`src/hw/rtl/alu8_pkg.sv`:
```
// package: operation codes and request/response types of the 8-bit alu
`default_nettype none

package alu8_pkg;

  // flag bit positions in the 4-bit flag field
  localparam int unsigned FlagZ = 3;
  localparam int unsigned FlagN = 2;
  localparam int unsigned FlagH = 1;
  localparam int unsigned FlagC = 0;

  // decimal adjust constants
  localparam logic [7:0] DaaLimit  = 8'h99;
  localparam logic [7:0] DaaHiCorr = 8'h60;
  localparam logic [7:0] DaaLoCorr = 8'h06;

  typedef enum logic [4:0] {
    OP_ADD    = 5'd0,
    OP_ADC    = 5'd1,
    OP_SUB    = 5'd2,
    OP_SBC    = 5'd3,
    OP_AND    = 5'd4,
    OP_XOR    = 5'd5,
    OP_OR     = 5'd6,
    OP_CP     = 5'd7,
    OP_INC    = 5'd8,
    OP_DEC    = 5'd9,
    OP_ADD16  = 5'd10,
    OP_ADDSP  = 5'd11,
    OP_DAA    = 5'd12,
    OP_CPL    = 5'd13,
    OP_SCF    = 5'd14,
    OP_CCF    = 5'd15,
    OP_RLCA   = 5'd16,
    OP_RRCA   = 5'd17,
    OP_RLA    = 5'd18,
    OP_RRA    = 5'd19,
    OP_RLC    = 5'd20,
    OP_RRC    = 5'd21,
    OP_RL     = 5'd22,
    OP_RR     = 5'd23,
    OP_SLA    = 5'd24,
    OP_SRA    = 5'd25,
    OP_SWAP   = 5'd26,
    OP_SRL    = 5'd27,
    OP_BIT    = 5'd28,
    OP_RES    = 5'd29,
    OP_SET    = 5'd30,
    OP_LDHLSP = 5'd31
  } alu8_op_e;

  typedef struct packed {
    alu8_op_e    operation;
    logic [15:0] operand_a;
    logic [15:0] operand_b;
    logic [2:0]  bit_index;
    logic [3:0]  flags_in;
  } alu8_req_t;

  typedef struct packed {
    logic [15:0] result;
    logic [3:0]  flags_out;
    logic        write_result;
  } alu8_rsp_t;

endpackage

`default_nettype wire

```
`src/hw/rtl/eight_bit_cpu_alu_with_flags.sv`:
```
// top level of the 8-bit cpu alu: request register, datapath, response register
`default_nettype none

// usage
//   request side: drive req_i and raise start_i; a request is taken at every
//   rising edge where start_i is high and busy_o is low. busy_o stays low, so
//   a new request can be issued in every cycle.
//   response side: after the request and response registers, done_o is high for
//   exactly one cycle and rsp_o carries result, flags_out and write_result.
//   the receiver cannot stall; it must capture rsp_o in the done_o cycle.
//   pipeline: request register, then response register
//   throughput: 1 request per cycle, set by the single-pass datapath between
//   the two registers (8-bit and 16-bit adders plus result and flag muxing)
//   reset: rst_ni low clears both valid bits, so no response is pending and
//   done_o reads low; the request and response payload registers are not reset
//   operations that leave flags alone (res, set) copy flags_in to flags_out

module eight_bit_cpu_alu_with_flags (
  input  logic                clk_i,
  input  logic                rst_ni,
  input  logic                start_i,
  output logic                busy_o,
  input  alu8_pkg::alu8_req_t req_i,
  output logic                done_o,
  output alu8_pkg::alu8_rsp_t rsp_o
);

  logic                req_vld_q, req_vld_d;
  alu8_pkg::alu8_req_t req_q;
  alu8_pkg::alu8_rsp_t rsp_d, rsp_q;
  logic                done_q;
  logic                accept;

  // never busy: every stage advances each cycle
  assign busy_o = 1'b0;
  assign accept = start_i & ~busy_o;
  assign req_vld_d = accept;

  // request register, payload needs no reset
  always_ff @(posedge clk_i or negedge rst_ni) begin
    if (!rst_ni) begin
      req_vld_q <= 1'b0;
    end else begin
      req_vld_q <= req_vld_d;
    end
  end

  always_ff @(posedge clk_i) begin
    if (accept) begin
      req_q <= req_i;
    end
  end

  // combinational alu between the two registers
  alu8_core u_core (
    .req_i (req_q),
    .rsp_o (rsp_d)
  );

  // response register with one-cycle done strobe
  always_ff @(posedge clk_i or negedge rst_ni) begin
    if (!rst_ni) begin
      done_q <= 1'b0;
    end else begin
      done_q <= req_vld_q;
    end
  end

  always_ff @(posedge clk_i) begin
    if (req_vld_q) begin
      rsp_q <= rsp_d;
    end
  end

  assign done_o = done_q;
  assign rsp_o  = rsp_q;

endmodule

`default_nettype wire

```
`src/hw/rtl/alu8_core.sv`:
```
// combinational datapath of the 8-bit alu with flag generation
`default_nettype none

module alu8_core (
  input  alu8_pkg::alu8_req_t req_i,
  output alu8_pkg::alu8_rsp_t rsp_o
);

  logic [7:0]  a8, b8;
  logic        zi, ni, hi, ci;
  logic        cin_add, cin_sub;
  logic [8:0]  sum9;
  logic [4:0]  sum_lo;
  logic [8:0]  dif9;
  logic [4:0]  dif_lo;
  logic [16:0] sum17;
  logic [12:0] sum13;
  logic [15:0] sp_sum;
  logic [7:0]  daa_v;
  logic        daa_c;
  logic [7:0]  r8;
  logic [15:0] r16;
  logic        wide;
  logic [3:0]  f;
  logic        zsel;
  logic        wr;
  logic [7:0]  bit_mask;

  assign a8 = req_i.operand_a[7:0];
  assign b8 = req_i.operand_b[7:0];
  assign zi = req_i.flags_in[alu8_pkg::FlagZ];
  assign ni = req_i.flags_in[alu8_pkg::FlagN];
  assign hi = req_i.flags_in[alu8_pkg::FlagH];
  assign ci = req_i.flags_in[alu8_pkg::FlagC];

  assign cin_add = (req_i.operation == alu8_pkg::OP_ADC) ? ci : 1'b0;
  assign cin_sub = (req_i.operation == alu8_pkg::OP_SBC) ? ci : 1'b0;

  // shared 8-bit adder, also gives the low-byte carries of the sp ops
  assign sum9   = {1'b0, a8} + {1'b0, b8} + {8'd0, cin_add};
  assign sum_lo = {1'b0, a8[3:0]} + {1'b0, b8[3:0]} + {4'd0, cin_add};
  assign dif9   = {1'b0, a8} - {1'b0, b8} - {8'd0, cin_sub};
  assign dif_lo = {1'b0, a8[3:0]} - {1'b0, b8[3:0]} - {4'd0, cin_sub};

  assign sum17  = {1'b0, req_i.operand_a} + {1'b0, req_i.operand_b};
  assign sum13  = {1'b0, req_i.operand_a[11:0]} + {1'b0, req_i.operand_b[11:0]};
  assign sp_sum = req_i.operand_a + {{8{b8[7]}}, b8};

  assign bit_mask = 8'd1 << req_i.bit_index;

  // decimal adjust
  always_comb begin
    daa_v = a8;
    daa_c = ci;
    if (!ni) begin
      if (ci || (a8 > alu8_pkg::DaaLimit)) begin
        daa_v = daa_v + alu8_pkg::DaaHiCorr;
        daa_c = 1'b1;
      end
      if (hi || (a8[3:0] > 4'd9)) begin
        daa_v = daa_v + alu8_pkg::DaaLoCorr;
      end
    end else begin
      if (ci) begin
        daa_v = daa_v - alu8_pkg::DaaHiCorr;
      end
      if (hi) begin
        daa_v = daa_v - alu8_pkg::DaaLoCorr;
      end
    end
  end

  // result select; zsel marks ops whose z flag is taken from the 8-bit result
  always_comb begin
    r8   = a8;
    r16  = 16'd0;
    wide = 1'b0;
    f    = req_i.flags_in;
    zsel = 1'b0;
    wr   = 1'b1;
    unique case (req_i.operation)
      alu8_pkg::OP_ADD, alu8_pkg::OP_ADC: begin
        r8   = sum9[7:0];
        zsel = 1'b1;
        f    = {1'b0, 1'b0, sum_lo[4], sum9[8]};
      end
      alu8_pkg::OP_SUB, alu8_pkg::OP_SBC: begin
        r8   = dif9[7:0];
        zsel = 1'b1;
        f    = {1'b0, 1'b1, dif_lo[4], dif9[8]};
      end
      alu8_pkg::OP_CP: begin
        r8   = dif9[7:0];
        zsel = 1'b1;
        wr   = 1'b0;
        f    = {1'b0, 1'b1, dif_lo[4], dif9[8]};
      end
      alu8_pkg::OP_AND: begin
        r8   = a8 & b8;
        zsel = 1'b1;
        f    = 4'b0010;
      end
      alu8_pkg::OP_XOR: begin
        r8   = a8 ^ b8;
        zsel = 1'b1;
        f    = 4'b0000;
      end
      alu8_pkg::OP_OR: begin
        r8   = a8 | b8;
        zsel = 1'b1;
        f    = 4'b0000;
      end
      alu8_pkg::OP_INC: begin
        r8   = a8 + 8'd1;
        zsel = 1'b1;
        f    = {1'b0, 1'b0, (a8[3:0] == 4'hF), ci};
      end
      alu8_pkg::OP_DEC: begin
        r8   = a8 - 8'd1;
        zsel = 1'b1;
        f    = {1'b0, 1'b1, (a8[3:0] == 4'h0), ci};
      end
      alu8_pkg::OP_ADD16: begin
        wide = 1'b1;
        r16  = sum17[15:0];
        f    = {zi, 1'b0, sum13[12], sum17[16]};
      end
      alu8_pkg::OP_ADDSP, alu8_pkg::OP_LDHLSP: begin
        wide = 1'b1;
        r16  = sp_sum;
        f    = {1'b0, 1'b0, sum_lo[4], sum9[8]};
      end
      alu8_pkg::OP_DAA: begin
        r8   = daa_v;
        zsel = 1'b1;
        f    = {1'b0, ni, 1'b0, daa_c};
      end
      alu8_pkg::OP_CPL: begin
        r8 = ~a8;
        f  = {zi, 1'b1, 1'b1, ci};
      end
      alu8_pkg::OP_SCF: begin
        wr = 1'b0;
        f  = {zi, 1'b0, 1'b0, 1'b1};
      end
      alu8_pkg::OP_CCF: begin
        wr = 1'b0;
        f  = {zi, 1'b0, 1'b0, ~ci};
      end
      alu8_pkg::OP_RLCA: begin
        r8 = {a8[6:0], a8[7]};
        f  = {1'b0, 1'b0, 1'b0, a8[7]};
      end
      alu8_pkg::OP_RRCA: begin
        r8 = {a8[0], a8[7:1]};
        f  = {1'b0, 1'b0, 1'b0, a8[0]};
      end
      alu8_pkg::OP_RLA: begin
        r8 = {a8[6:0], ci};
        f  = {1'b0, 1'b0, 1'b0, a8[7]};
      end
      alu8_pkg::OP_RRA: begin
        r8 = {ci, a8[7:1]};
        f  = {1'b0, 1'b0, 1'b0, a8[0]};
      end
      alu8_pkg::OP_RLC: begin
        r8   = {a8[6:0], a8[7]};
        zsel = 1'b1;
        f    = {1'b0, 1'b0, 1'b0, a8[7]};
      end
      alu8_pkg::OP_RRC: begin
        r8   = {a8[0], a8[7:1]};
        zsel = 1'b1;
        f    = {1'b0, 1'b0, 1'b0, a8[0]};
      end
      alu8_pkg::OP_RL: begin
        r8   = {a8[6:0], ci};
        zsel = 1'b1;
        f    = {1'b0, 1'b0, 1'b0, a8[7]};
      end
      alu8_pkg::OP_RR: begin
        r8   = {ci, a8[7:1]};
        zsel = 1'b1;
        f    = {1'b0, 1'b0, 1'b0, a8[0]};
      end
      alu8_pkg::OP_SLA: begin
        r8   = {a8[6:0], 1'b0};
        zsel = 1'b1;
        f    = {1'b0, 1'b0, 1'b0, a8[7]};
      end
      alu8_pkg::OP_SRA: begin
        r8   = {a8[7], a8[7:1]};
        zsel = 1'b1;
        f    = {1'b0, 1'b0, 1'b0, a8[0]};
      end
      alu8_pkg::OP_SWAP: begin
        r8   = {a8[3:0], a8[7:4]};
        zsel = 1'b1;
        f    = 4'b0000;
      end
      alu8_pkg::OP_SRL: begin
        r8   = {1'b0, a8[7:1]};
        zsel = 1'b1;
        f    = {1'b0, 1'b0, 1'b0, a8[0]};
      end
      alu8_pkg::OP_BIT: begin
        wr = 1'b0;
        f  = {~a8[req_i.bit_index], 1'b0, 1'b1, ci};
      end
      alu8_pkg::OP_RES: begin
        r8 = a8 & ~bit_mask;
      end
      alu8_pkg::OP_SET: begin
        r8 = a8 | bit_mask;
      end
      default: begin
        r8 = a8;
      end
    endcase
  end

  always_comb begin
    rsp_o.result       = wide ? r16 : {8'd0, r8};
    rsp_o.flags_out    = f;
    rsp_o.write_result = wr;
    if (zsel) begin
      rsp_o.flags_out[alu8_pkg::FlagZ] = (r8 == 8'd0);
    end
  end

endmodule

`default_nettype wire

```
`config.mk`:
```
export PLATFORM = sky130hd
export DESIGN_NAME = eight_bit_cpu_alu_with_flags
export DESIGN_NICKNAME = d
export VERILOG_FILES = /design/src/hw/rtl/alu8_pkg.sv /design/src/hw/rtl/eight_bit_cpu_alu_with_flags.sv /design/src/hw/rtl/alu8_core.sv
export SDC_FILE = /design/constraint.sdc
export NUM_CORES = 1
export LEC_CHECK = 0
export BUFFER_PORTS_ARGS = -buffer_cell sky130_fd_sc_hd__buf_2
export CAP_MARGIN = 20
export CORE_ASPECT_RATIO = 1.5
export CORE_MARGIN = 2
export CORE_UTILIZATION = 40
export CTS_BUF_LIST = sky130_fd_sc_hd__clkbuf_8
export DETAILED_ROUTE_END_ITERATION = 12
export GPL_ROUTABILITY_DRIVEN = 0
export GPL_TIMING_DRIVEN = 0
export PLACE_DENSITY = 0.56
export SLEW_MARGIN = 20
export SYNTH_ARGS = -nofsm -noshare
export SYNTH_HDL_FRONTEND = slang
export SYNTH_SLANG_ARGS = --single-unit
```
`constraint.sdc`:
```
create_clock -name clk_i -period 9.1 [get_ports clk_i]
set_clock_uncertainty 0.2 [all_clocks]
set_input_delay 2.275 -clock clk_i [delete_from_list [all_inputs] [get_ports clk_i]]
set_output_delay 2.275 -clock clk_i [all_outputs]
set_load 0.02 [all_outputs]
```
== Yosys cells after proc, flatten, opt, wreduce, memory -nomap -nowiden ==
Cells that the tools add are included.
Storage, ports and cells
  flip-flop bits (word level): 67
  latch bits: 0
  bits in writable memories: 0
  memory bits (read-only): 0
  input bits: 47
  output and inout port bits: 23
  logic and storage cells: 113
  memories: 0
Operators by class
  $add $sub $neg: 17
  $mul: 0
  div/mod/pow operators: 0
  magnitude comparators: 3
  equal/unequal tests: 32
  shifts and indexed selects: 1
  mux-type cells: 21
  bitwise logic cells: 9
  reductions and logical operators: 19
Operator list (count)
  8-bit one-hot mux with 19 select lines: 1
  5-bit == test, second input constant: 16
  8-bit two-way mux: 8
  4-bit one-hot mux with 14 select lines: 1
  5-bit by 4-bit == test with 1-bit output, second input constant: 8
  16-bit one-hot mux with 2 select lines: 1
  5-bit by 3-bit == test with 1-bit output, second input constant: 4
  19-bit OR reduction: 1
  16-bit by 16-bit adder with 17-bit output: 1
  16-bit adder: 1
  8-bit AND: 2
  8-bit NOT: 2
  8-bit bitwise OR: 2
  12-bit by 12-bit adder with 13-bit output: 1
  2-bit OR reduction: 6
  5-bit by 2-bit == test with 1-bit output, second input constant: 2
  8-bit by 8-bit adder with 9-bit output: 1
  9-bit by 1-bit adder with 9-bit output: 1
  1-bit two-way mux: 9
  3-bit OR reduction: 3
  8-bit by 8-bit subtractor with 9-bit output: 1
  9-bit by 1-bit subtractor with 9-bit output: 1
  8-bit by 1-bit adder with 8-bit output, second input constant: 1
  8-bit by 3-bit adder with 8-bit output, second input constant: 1
  24 further kinds: 27

== Depth between registers and ports, before layout ==
Gate-level depths: netlist of run 1.
  word-level depth: 10
  depth in mapped cells: 17
  mapped depth without buffers: 14

== Cells and area by module ==
A second synthesis of run 1 with hierarchy kept.
Unflattened totals
  cell total of the unflattened synthesis: 682
  area total of the unflattened synthesis: 6099.6 um2
By module, submodules not included
  alu8_core: times used 1, cells each 613, area each 4086.4 um2
  eight_bit_cpu_alu_with_flags: times used 1, cells each 69, area each 2013.2 um2

== Worst setup path after synthesis of run 1 ==
No wires, ideal clock.
  kind: register -> register
  from: reg req_q[40] (netlist bit)
  to: reg rsp_q (netlist bit rsp_o[4]) (data pin)
  setup time: 165 ps
  arrival time: 4347 ps
  data required time: 8735 ps
  setup slack: 4388 ps
  stages on the path, launching flop included: 18
  period minus slack after synthesis: 4712 ps
  path through: edfxtp_1 buf_2 buf_2 clkbuf_1 clkbuf_1 nand2_1 or4_1 fa_1 inv_1 ha_1 o21ai_0 nand2_1 xor2_1 a221oi_1 nand4_1 or4_1 or4_1 o31ai_2
RTL lines
  start: declaration: line eight_bit_cpu_alu_with_flags.sv:29  | alu8_pkg::alu8_req_t req_q;
  start signal: assignment: line eight_bit_cpu_alu_with_flags.sv:50  | req_q <= req_i;
  end signal: assignment: line eight_bit_cpu_alu_with_flags.sv:71  | rsp_q <= rsp_d;
  end: declaration: line eight_bit_cpu_alu_with_flags.sv:30  | alu8_pkg::alu8_rsp_t rsp_d, rsp_q;

==> flow_summary_export.csv, run 1 <==
group,metric,value,unit
grt,grt_pass1_vias,6108,
setup_path,cp_max_fo,10,
detailed_routing,vias,6282,
clock_tree,cts_tree,"done",
floorplanning,die_x,106,µm
setup_path,crit_chain,"buf_2 > buf_2 > clkbuf_1 > clkbuf_1 > nand2_1 > or4_1 > fa_1 > inv_1 > ha_1 > o21ai_0 > nand2_1 > xor2_1 > a221oi_1 > nand4_1 > or4_1 > or4_1 > o31ai_2",
clock_tree,htreeDepth,3,
hold_path,hold_path.class,"register to register",
final_layout,n_antenna_cell,0,
setup_path,critPathMaxStageDelay,0.57,ns
detailed_routing,drt_first_pass_iters,9,
sta,clock.fmax,0.172,GHz
power_and_ir_drop,leakagePower,2.73,nW
clock_tree,cts_root_buffer,"clkbuf_8",
setup_path,path_class,"register to register",
final_layout,multi_input_area,4000,µm²
status,status,"completed",
sta,layout_worst_path_cycle_share,64.0,%
detailed_routing,wl_per_cell,22.2,µm
grt,grt_pass1_wl,33.3,mm
detailed_routing,totalWireLength,22.0,mm
sta,slew_headroom,33.2,%
synth,synth_cell_types,75,
clock_tree,clkTransAtPathRegs,0.09,ns
synth,synth-seq-cells,67,
sta,slew_viol_final,0,
synth,synthFlopType,"edfxtp_1",
power_and_ir_drop,total_power,1.14,mW
floorplanning,rows,56,
setup_path,cp-end-kind,"register",
sta,rsz0062_at_grt,"false",
synth,synth-edff-count,65,
clock_tree,clk_latency,0.37,ns
synth,yosysWarningCount,0,
grt,grt_use_total,26.4,%
final_layout,regArea,2000,µm²
grt,grt_max_degree,46,
clock_tree,post_cts.repair.setup_buffers,0,
grt,antenna_found_initial,0,
detailed_routing,drtAntennaViolNets,0,
setup_path,critical-path-top-delay-family,"simple AND/OR/NAND/NOR gates",
clock_tree,postCtsResizedCells,0,
floorplanning,initial_core_util,40.5,%
detailed_routing,vias_per_cell,6.35,
floorplanning,dieHeight,158,µm
setup_path,crit_path_start_kind,"register",
placed_design,detailedPlace.worstSlack,3.47,ns
placed_design,portBuffers,68,
synth,synth_fp_nets,802,
setup_path,arrival,5.82,ns
power_and_ir_drop,vdd_ir_drop_max,81.9,µV
sta,setup_viol,0,
synth,syn_inst,702,
floorplanning,io-pin-count,70,
power_and_ir_drop,p_per_area,160,nW/µm²
detailed_routing,drt-initial-drc-count,670,
sta,tns,0,ns
synth,synth_top_area_share,31.0,%
setup_path,crit_required,9.09,ns
synth,synth_top_cell_by_area,"edfxtp_1",
synth,yosys-top-cells-area,"edfxtp_1 (31%), ha_1 (9.3%), o21ai_0 (4.5%)",
clock_tree,cts_buffers,9,
setup_path,crit_top_cell,"or4_1",
clock_tree,hold_buffers,0,
final_layout,fin_nets,882,
synth,synth_area_per_cell,8.97,µm²
flow_run,maxCapViolCount,0,
synth,syn-cell-area,6300,µm²
sta,setup_ws,3.27,ns
sta,tightest_slew,1.00,ns
sta,hold_viol_final,0,
final_layout,syn_to_final_growth,13.7,%
final_layout,final_layout_size_suffix_gt1_share,16.0,%
setup_path,crit_path_top_delay_cell,"or4_1",
clock_tree,clock_path_buffers,2,
grt,grt_overflow,0,
floorplanning,die_area,16800,µm²
clock_tree,cts.sinks,67,
floorplanning,coreArea,15600,µm²
setup_path,path_buf_inv,5,
final_layout,fill_cells,1592,
synth,seq_area_frac_synth,31.8,%
placed_design,dp_hpwl,16.6,mm
detailed_routing,drc,0,
sta,min_period,5.83,ns
synth,synth-async-reset-ratio,2.99,%
worst register-to-register path: cells and delay by family, from the launching register on:
| kind | cells | cell delay (ns) |
|---|---|---|
| xor+xnor | 1 | 0.17 |
| compound gates | 3 | 0.78 |
| fa+ha+maj | 2 | 0.73 |
| buf+inv | 5 | 1.32 |
| simple gates | 6 | 2.08 |
| flops | 1 | 0.38 |
synthesized netlist by cell type, drive strengths merged (11+ instances only):
master,count
a211oi,11
a21oi,45
a31oi,11
buf,14
clkbuf,32
edfxtp,65
ha,47
inv,32
nand2,40
nand2b,15
nand3,17
nor2,42
nor3,27
o21ai,57
o22ai,14
xnor2,30
xor2,11
path summary, 6_finish.rpt:
check | from | endpoint | slack (ns) | depth (start not counted)
worst max-delay path | req_q[40] | rsp_o[4] | 3.27 | 17
worst min-delay path | req_q[22] | rsp_o[20] | 0.65 | 3
worst max register to register | req_q[40] | rsp_o[4] | 3.27 | 17
worst min register to register | req_q[22] | rsp_o[20] | 0.65 | 3
max in group asynchronous | rst_ni | done_o | 7.13 | 1
min in group asynchronous | rst_ni | req_vld_q | 1.48 | 1
stage by stage:
stage / area [µm²] / std cells / hold slack [ns] / util [%]
detailed placement: 6900 / 973 / 0.639 / 44.4
global route: 7160 / 990 / 0.747 / 46.0
CTS: 7130 / 989 / 0.675 / 45.8
floorplan: 6300 / 702 / 0.545 / -
global placement: 6890 / 973 / 0.666 / 44.3
finish: 7160 / 990 / 0.653 / 46.0
routing by layer:
metal  vias up  GRT usage [%]  part of all wire [%]
met3       118           4.86                   7.1
met2       364           44.6                    47
met4         0           20.7                   8.9
met1      2946           29.1                    36
li1       2854              -                     -
met5         -              0                     0
placed cells by master (no fill, tap or decap), drive strengths merged, types with 6 or more instances in the layout:
cell    Yosys  layout
a211oi     11      11
a21o        6       6
a21oi      45      45
a221oi      9       9
a31oi      11      11
buf        14      83
clkbuf     32      41
edfxtp     65      65
fa          6       6
ha         47      47
inv        32      33
mux2        6       6
mux2i       8       8
nand2      40      40
nand2b     15      15
nand3      17      17
nor2       42      42
nor2b       9       9
nor3       27      27
nor4        9       9
o211ai      7       7
o21a        6       6
o21ai      57      57
o21bai      8       8
o22ai      14      14
o31ai       7       7
or2         7       7
or4         9       9
xnor2      30      30
xor2       11      11
sequential cells by signal, summed over array words and instances (netlist names):
signal,flops
req_q,44
rsp_o,21
done_o,1
req_vld_q,1
cells by family after synthesis:
kind of cell,after synthesis,synth area share [%]
buffers and inverters,78,5.13
AOI/OAI and AO/OA,231,24.6
xor gates and xnor gates,41,5.70
adders and majority gates,53,11.2
DFF,67,31.8
other,1,0.0595
muxes,16,3.06
and+or+nand+nor,215,18.4
final cells by class:
cell class,count,area share [%]
tap,203,3.55
timing repair buffer,69,5.03
clock inverter,7,1.40
sequential,67,28.0
buffer,46,2.83
clock buffer,9,1.73
inverter,32,1.68
multi-input combinational,557,55.8
report_power, final:
| part | internal [mW] | switching [mW] |
|---|---|---|
| registers | 0.375 | 0.0263 |
| clock network | 0.156 | 0.133 |
| logic | 0.175 | 0.277 |
Note: power is estimated with default switching activity, not from simulation.
==> run 2, diff against run 1 <==
- PLACE_DENSITY: 0.56 -> 0.58
- clock period: 9.1 -> 4.7 ns (I/O delays scaled with it)
==> flow_summary_export.csv, run 2 (synthesis gave the netlist of run 1 again) <==
group,metric,value,unit
final_layout,top_register,"req_q",
grt,grt_use_total,26.9,%
clock_tree,clkTransAtPathRegs,0.08,ns
power_and_ir_drop,total_power,2.21,mW
power_and_ir_drop,p_per_area,303,nW/µm²
setup_path,path_class,"register to register",
grt,grt_max_degree,46,
final_layout,final_common_cell,"buf_2",
grt,grt_overflow,0,
clock_tree,cts.sinks,67,
sta,layout_worst_path_cycle_share,98.1,%
final_layout,n_antenna_cell,0,
final_layout,fill_cells,1543,
flow_run,maxCapViolCount,0,
clock_tree,hold_buffers,0,
clock_tree,htreeDepth,3,
clock_tree,clock_path_buffers,2,
grt,grt_pass1_vias,6072,
floorplanning,initial_core_util,40.5,%
sta,slew_viol_final,0,
detailed_routing,totalWireLength,22.0,mm
sta,min_period,4.61,ns
floorplanning,rows,56,
power_and_ir_drop,p_sw_share,38.5,%
placed_design,place_area,6900,µm²
sta,slew_headroom,23.6,%
setup_path,crit_required,4.71,ns
clock_tree,cts_root_buffer,"clkbuf_8",
setup_path,arrival,4.62,ns
detailed_routing,wl_per_cell,22.1,µm
clock_tree,clk_latency,0.38,ns
final_layout,final_layout_size_suffix_gt1_share,18.6,%
power_and_ir_drop,vdd_ir_drop_max,156,µV
clock_tree,cts_buffers,9,
power_and_ir_drop,p_int,1.36,mW
final_layout,fin_nets,889,
floorplanning,die_area,16800,µm²
floorplanning,io-pin-count,70,
detailed_routing,drc,0,
detailed_routing,drt_first_pass_iters,5,
setup_path,timing.rr.start,"req_q[42]",
floorplanning,coreArea,15600,µm²
sta,tns,0,ns
setup_path,cp_max_fo,19,
floorplanning,die_x,106,µm
setup_path,regToRegSetupSlack,0.09,ns
power_and_ir_drop,leakagePower,2.80,nW
power_and_ir_drop,seqPwrFrac,35.2,%
grt,antenna_found_initial,0,
status,status,"completed",
setup_path,crit_chain,"buf_4 > buf_6 > or4_4 > fa_1 > fa_1 > a221o_1 > o21ai_1 > o211ai_1 > or4_1 > or4_4 > o31ai_2",
detailed_routing,vias_per_cell,6.22,
setup_path,reg2reg_to,"rsp_o[4]",
sta,tightest_slew,1.13,ns
final_layout,regArea,2000,µm²
final_layout,design_area,7270,µm²
floorplanning,dieHeight,158,µm
power_and_ir_drop,comb_power_share,41.8,%
detailed_routing,drt-initial-drc-count,736,
setup_path,crit_path_start_kind,"register",
power_and_ir_drop,switching_power,0.850,mW
placed_design,portBuffers,68,
final_layout,multi_input_area,4030,µm²
setup_path,reg2reg_depth,11,
grt,grt_pass1_wl,33.9,mm
detailed_routing,drtAntennaViolNets,0,
final_layout,utilization,46.8,%
setup_path,cp-end-kind,"register",
hold_path,hold_path.class,"primary input to asynchronous set/reset pin",
sta,timing.hold.ws,0.362,ns
placed_design,dp_hpwl,16.5,mm
detailed_routing,vias,6203,
sta,hold_viol_final,0,
final_layout,syn_to_final_growth,15.5,%
setup_path,critPathLaunch,"req_q[42]",
setup_path,crit_path_top_delay_cell,"or4_4",
clock_tree,cts_tree,"done",
sta,clock.fmax,0.217,GHz
power_and_ir_drop,p_clk_share,23.0,%
final_layout,final_cell_mix,"buf_2 (71), edfxtp_1 (65), o21ai_0 (55)",
setup_path,critPathMaxStageDelay,0.60,ns
final_layout,largest_reg_flops,44,
sta,setup_viol,0,
run 2: what timing repair did:
action / in CTS / in global routing
buffers inserted: 10 / 4
endpoints found under the hold margin: 0 / 0
resized for setup: 17 / 13
endpoints found under the setup margin: 7 / 4
pin swaps: 2 / 7
run 2: final cells by class:
cell class | count | share of cell area [%]
Sequential cell | 67 | 27.5
Clock buffer | 10 | 1.89
Multi-Input combinational cell | 557 | 55.4
Buffer | 40 | 2.94
Clock inverter | 6 | 0.877
Inverter | 32 | 1.70
Timing Repair Buffer | 82 | 6.16
Tap cell | 203 | 3.49
run 2: how the worst max path moves through the flow:
stage / cells past startpoint / end
6_report: 11 / rsp_o[4]
5_1_grt: 11 / rsp_o[4]
4_1_cts: 13 / rsp_o[4]
3_5_place_dp: 17 / rsp_o[4]
3_3_place_gp: 12 / rsp_o[4]
2_1_floorplan: 17 / rsp_o[4]
run 2: critical path, delay by kind of cell (launching register included):
family | cells | cell delay (ns)
simple gates | 3 | 1.62
compound gates | 4 | 0.96
fa+ha+maj | 2 | 0.90
buf+inv | 2 | 0.40
flops | 1 | 0.36
run 2: power groups by stage:
stage	Combinational [mW]	Sequential (mW)	Clock, mW
2_1_floorplan	0.577	0.804	0
3_3_place_gp	0.835	0.788	0
3_5_place_dp	0.851	0.790	0
4_1_cts	0.887	0.778	0.523
5_1_grt	1.00	0.783	0.546
6_report	0.923	0.777	0.506
run 2: layer usage:
layer | global-route usage, % | up-vias | wire length (µm)
met5 | 0 | - | 0
met4 | 19.6 | 0 | 1820
met3 | 5.31 | 100 | 1490
met2 | 45.9 | 329 | 10800
met1 | 29.6 | 2910 | 7920
li1 | - | 2864 | -
run 2: through the flow:
step,setup slack (ns),instances
finish,0.0893,997
global route,-0.0151,997
detailed placement,-0.824,973
floorplan,0.0870,702
CTS,0.00418,994
global placement,-0.835,973
==> run 3, diff against run 2 <==
- CORE_ASPECT_RATIO: 1.5 -> default
- HOLD_SLACK_MARGIN: default -> 0.06
- PLACE_DENSITY: 0.58 -> 0.56
- clock period: 4.7 -> 5.8 ns (I/O delays scaled with it)
==> flow_summary_export.csv, run 3 (synthesis gave the netlist of run 1 again) <==
group,metric,value,unit
detailed_routing,vias_per_cell,6.21,
power_and_ir_drop,switching_power,0.661,mW
detailed_routing,drtAntennaViolNets,0,
floorplanning,rows,45,
clock_tree,cts_buffers,9,
final_layout,final_layout_size_suffix_gt1_share,15.7,%
setup_path,critPathLaunch,"req_q[0]",
clock_tree,clk_latency,0.37,ns
clock_tree,cts_root_buffer,"clkbuf_8",
final_layout,utilization,46.4,%
setup_path,reg2reg_to,"rsp_o[4]",
floorplanning,die_area,16800,µm²
placed_design,dp_hpwl,15.7,mm
power_and_ir_drop,leakagePower,2.70,nW
sta,setup_ws,0.471,ns
placed_design,portBuffers,68,
sta,setup_viol,0,
clock_tree,hold_buffers,0,
setup_path,crit_path_start_kind,"register",
setup_path,reg2reg_depth,15,
setup_path,cp-end-kind,"register",
final_layout,fill_cells,1546,
detailed_routing,drc,0,
status,status,"completed",
detailed_routing,drt_first_pass_iters,8,
detailed_routing,wl_per_cell,20.8,µm
sta,slew_viol_final,0,
floorplanning,coreArea,15300,µm²
detailed_routing,drt-initial-drc-count,791,
sta,layout_worst_path_cycle_share,91.9,%
setup_path,timing.rr.start,"req_q[0]",
final_layout,syn_to_final_growth,12.9,%
floorplanning,initial_core_util,41.1,%
final_layout,fin_nets,880,
sta,slew_headroom,31.8,%
final_layout,final_cell_mix,"buf_2 (76), edfxtp_1 (65), o21ai_0 (57)",
power_and_ir_drop,vdd_ir_drop_max,138,µV
setup_path,regToRegSetupSlack,0.47,ns
power_and_ir_drop,p_per_area,241,nW/µm²
setup_path,arrival,5.33,ns
final_layout,largest_reg_flops,44,
floorplanning,io-pin-count,70,
setup_path,path_class,"register to register",
hold_path,hold_path.class,"primary input to asynchronous set/reset pin",
final_layout,top_register,"req_q",
setup_path,crit_path_top_delay_cell,"or4_1",
flow_run,maxCapViolCount,0,
power_and_ir_drop,comb_power_share,41.2,%
clock_tree,clock_path_buffers,2,
power_and_ir_drop,p_sw_share,38.5,%
floorplanning,die_x,129,µm
clock_tree,cts.sinks,67,
setup_path,crit_chain,"clkbuf_1 > clkbuf_1 > inv_1 > or4_1 > fa_1 > inv_1 > ha_1 > o21ai_0 > nand2_1 > xor2_1 > a221oi_1 > nand4_1 > or4_1 > or4_1 > o31ai_2",
sta,tns,0,ns
final_layout,final_common_cell,"buf_2",
setup_path,crit_top_cell,"or4_1",
grt,grt_use_total,25.0,%
sta,min_period,5.33,ns
placed_design,detailedPlace.worstSlack,0.149,ns
detailed_routing,totalWireLength,20.7,mm
setup_path,crit_path_end,"rsp_o[4]",
setup_path,crit_required,5.80,ns
sta,clock.fmax,0.188,GHz
power_and_ir_drop,p_clk_share,22.3,%
grt,grt_overflow,0,
power_and_ir_drop,p_int,1.05,mW
placed_design,dp.cells,981,
final_layout,stdcell_count,996,
sta,tightest_slew,1.02,ns
grt,grt_pass1_vias,5793,
sta,hold_viol_final,0,
clock_tree,htreeDepth,3,
final_layout,n_antenna_cell,0,
clock_tree,clkTransAtPathRegs,0.07,ns
clock_tree,cts_tree,"done",
power_and_ir_drop,total_power,1.72,mW
grt,grt_max_degree,46,
setup_path,cp_max_fo,10,
sta,rsz0062_at_grt,"false",
detailed_routing,vias,6184,
floorplanning,dieHeight,129,µm
grt,grt_pass1_wl,32.0,mm
grt,antenna_found_initial,0,
setup_path,critPathMaxStageDelay,0.66,ns
power_and_ir_drop,seqPwrFrac,36.5,%
-- run 3: changes by cell type in the layout (fill, tap and decap cells not counted), moves of 2 or more --
cell,before,now
clkinvlp_4,3,1
a21oi_1,43,45
o21ai_0,55,57
or4_4,2,0
clkbuf_2,4,1
clkinv_1,0,3
clkbuf_1,23,30
or4_1,7,9
buf_2,71,76
nor3_2,0,2
buf_4,18,4
a21oi_2,2,0
buf_6,3,1
-- run 3: stage by stage --
stage          instance area, µm²  hold WS, ns
6_report                     7110        0.654
5_1_grt                      7110        0.641
4_1_cts                      7100        0.634
3_5_place_dp                 6910        0.654
3_3_place_gp                 6900        0.668
2_1_floorplan                6300        0.545
-- run 3: per-layer routing --
layer  global-route usage [%]  vias up  routed length, µm
li1                         -     2847                  -
met1                     34.2     2915               9030
met2                     38.3      354               8950
met3                     6.56       68               1990
met4                     8.98        0                757
met5                        0        -                  0
-- run 3: power groups by stage --
stage / logic [mW] / clock network [mW] / registers [mW]
5_1_grt: 0.769 / 0.413 / 0.631
6_report: 0.707 / 0.382 / 0.627
2_1_floorplan: 0.468 / 0 / 0.651
3_3_place_gp: 0.671 / 0 / 0.636
4_1_cts: 0.686 / 0.395 / 0.626
3_5_place_dp: 0.681 / 0 / 0.637
-- run 3: worst min-delay path by stage --
stage               cells after the start         to  slack [ns]
floorplan                               2   rsp_o[5]        0.55
global placement                        3  rsp_o[16]        0.67
detailed placement                      3  rsp_o[15]        0.65
CTS                                     1     done_o        0.63
global route                            1     done_o        0.64
finish                                  1     done_o        0.65
-- run 3: what timing repair did --
action	in CTS	in global routing
setup buffers	0	0
setup endpoints to repair	0	2
gates resized for setup	0	2
-- run 3: final cells by class --
class	count	area, µm²	share of cell area, %
plain buffers	45	200	2.82
flip-flops and latches	67	2000	28.2
clock buffers	9	124	1.74
repair buffers	68	343	4.82
inverters	32	120	1.69
well taps	211	264	3.71
multi-input cells	557	4000	56.2
clock inverters	7	58.8	0.827
-- run 3: critical path: cells and delay by family (launching register included) --
kind / cells / cell delay, ns
AOI/OAI and AO/OA: 3 / 0.77
adders and majority gates: 2 / 0.71
DFF: 1 / 0.32
and+or+nand+nor: 5 / 2.00
buffers and inverters: 4 / 0.97
xor gates and xnor gates: 1 / 0.18
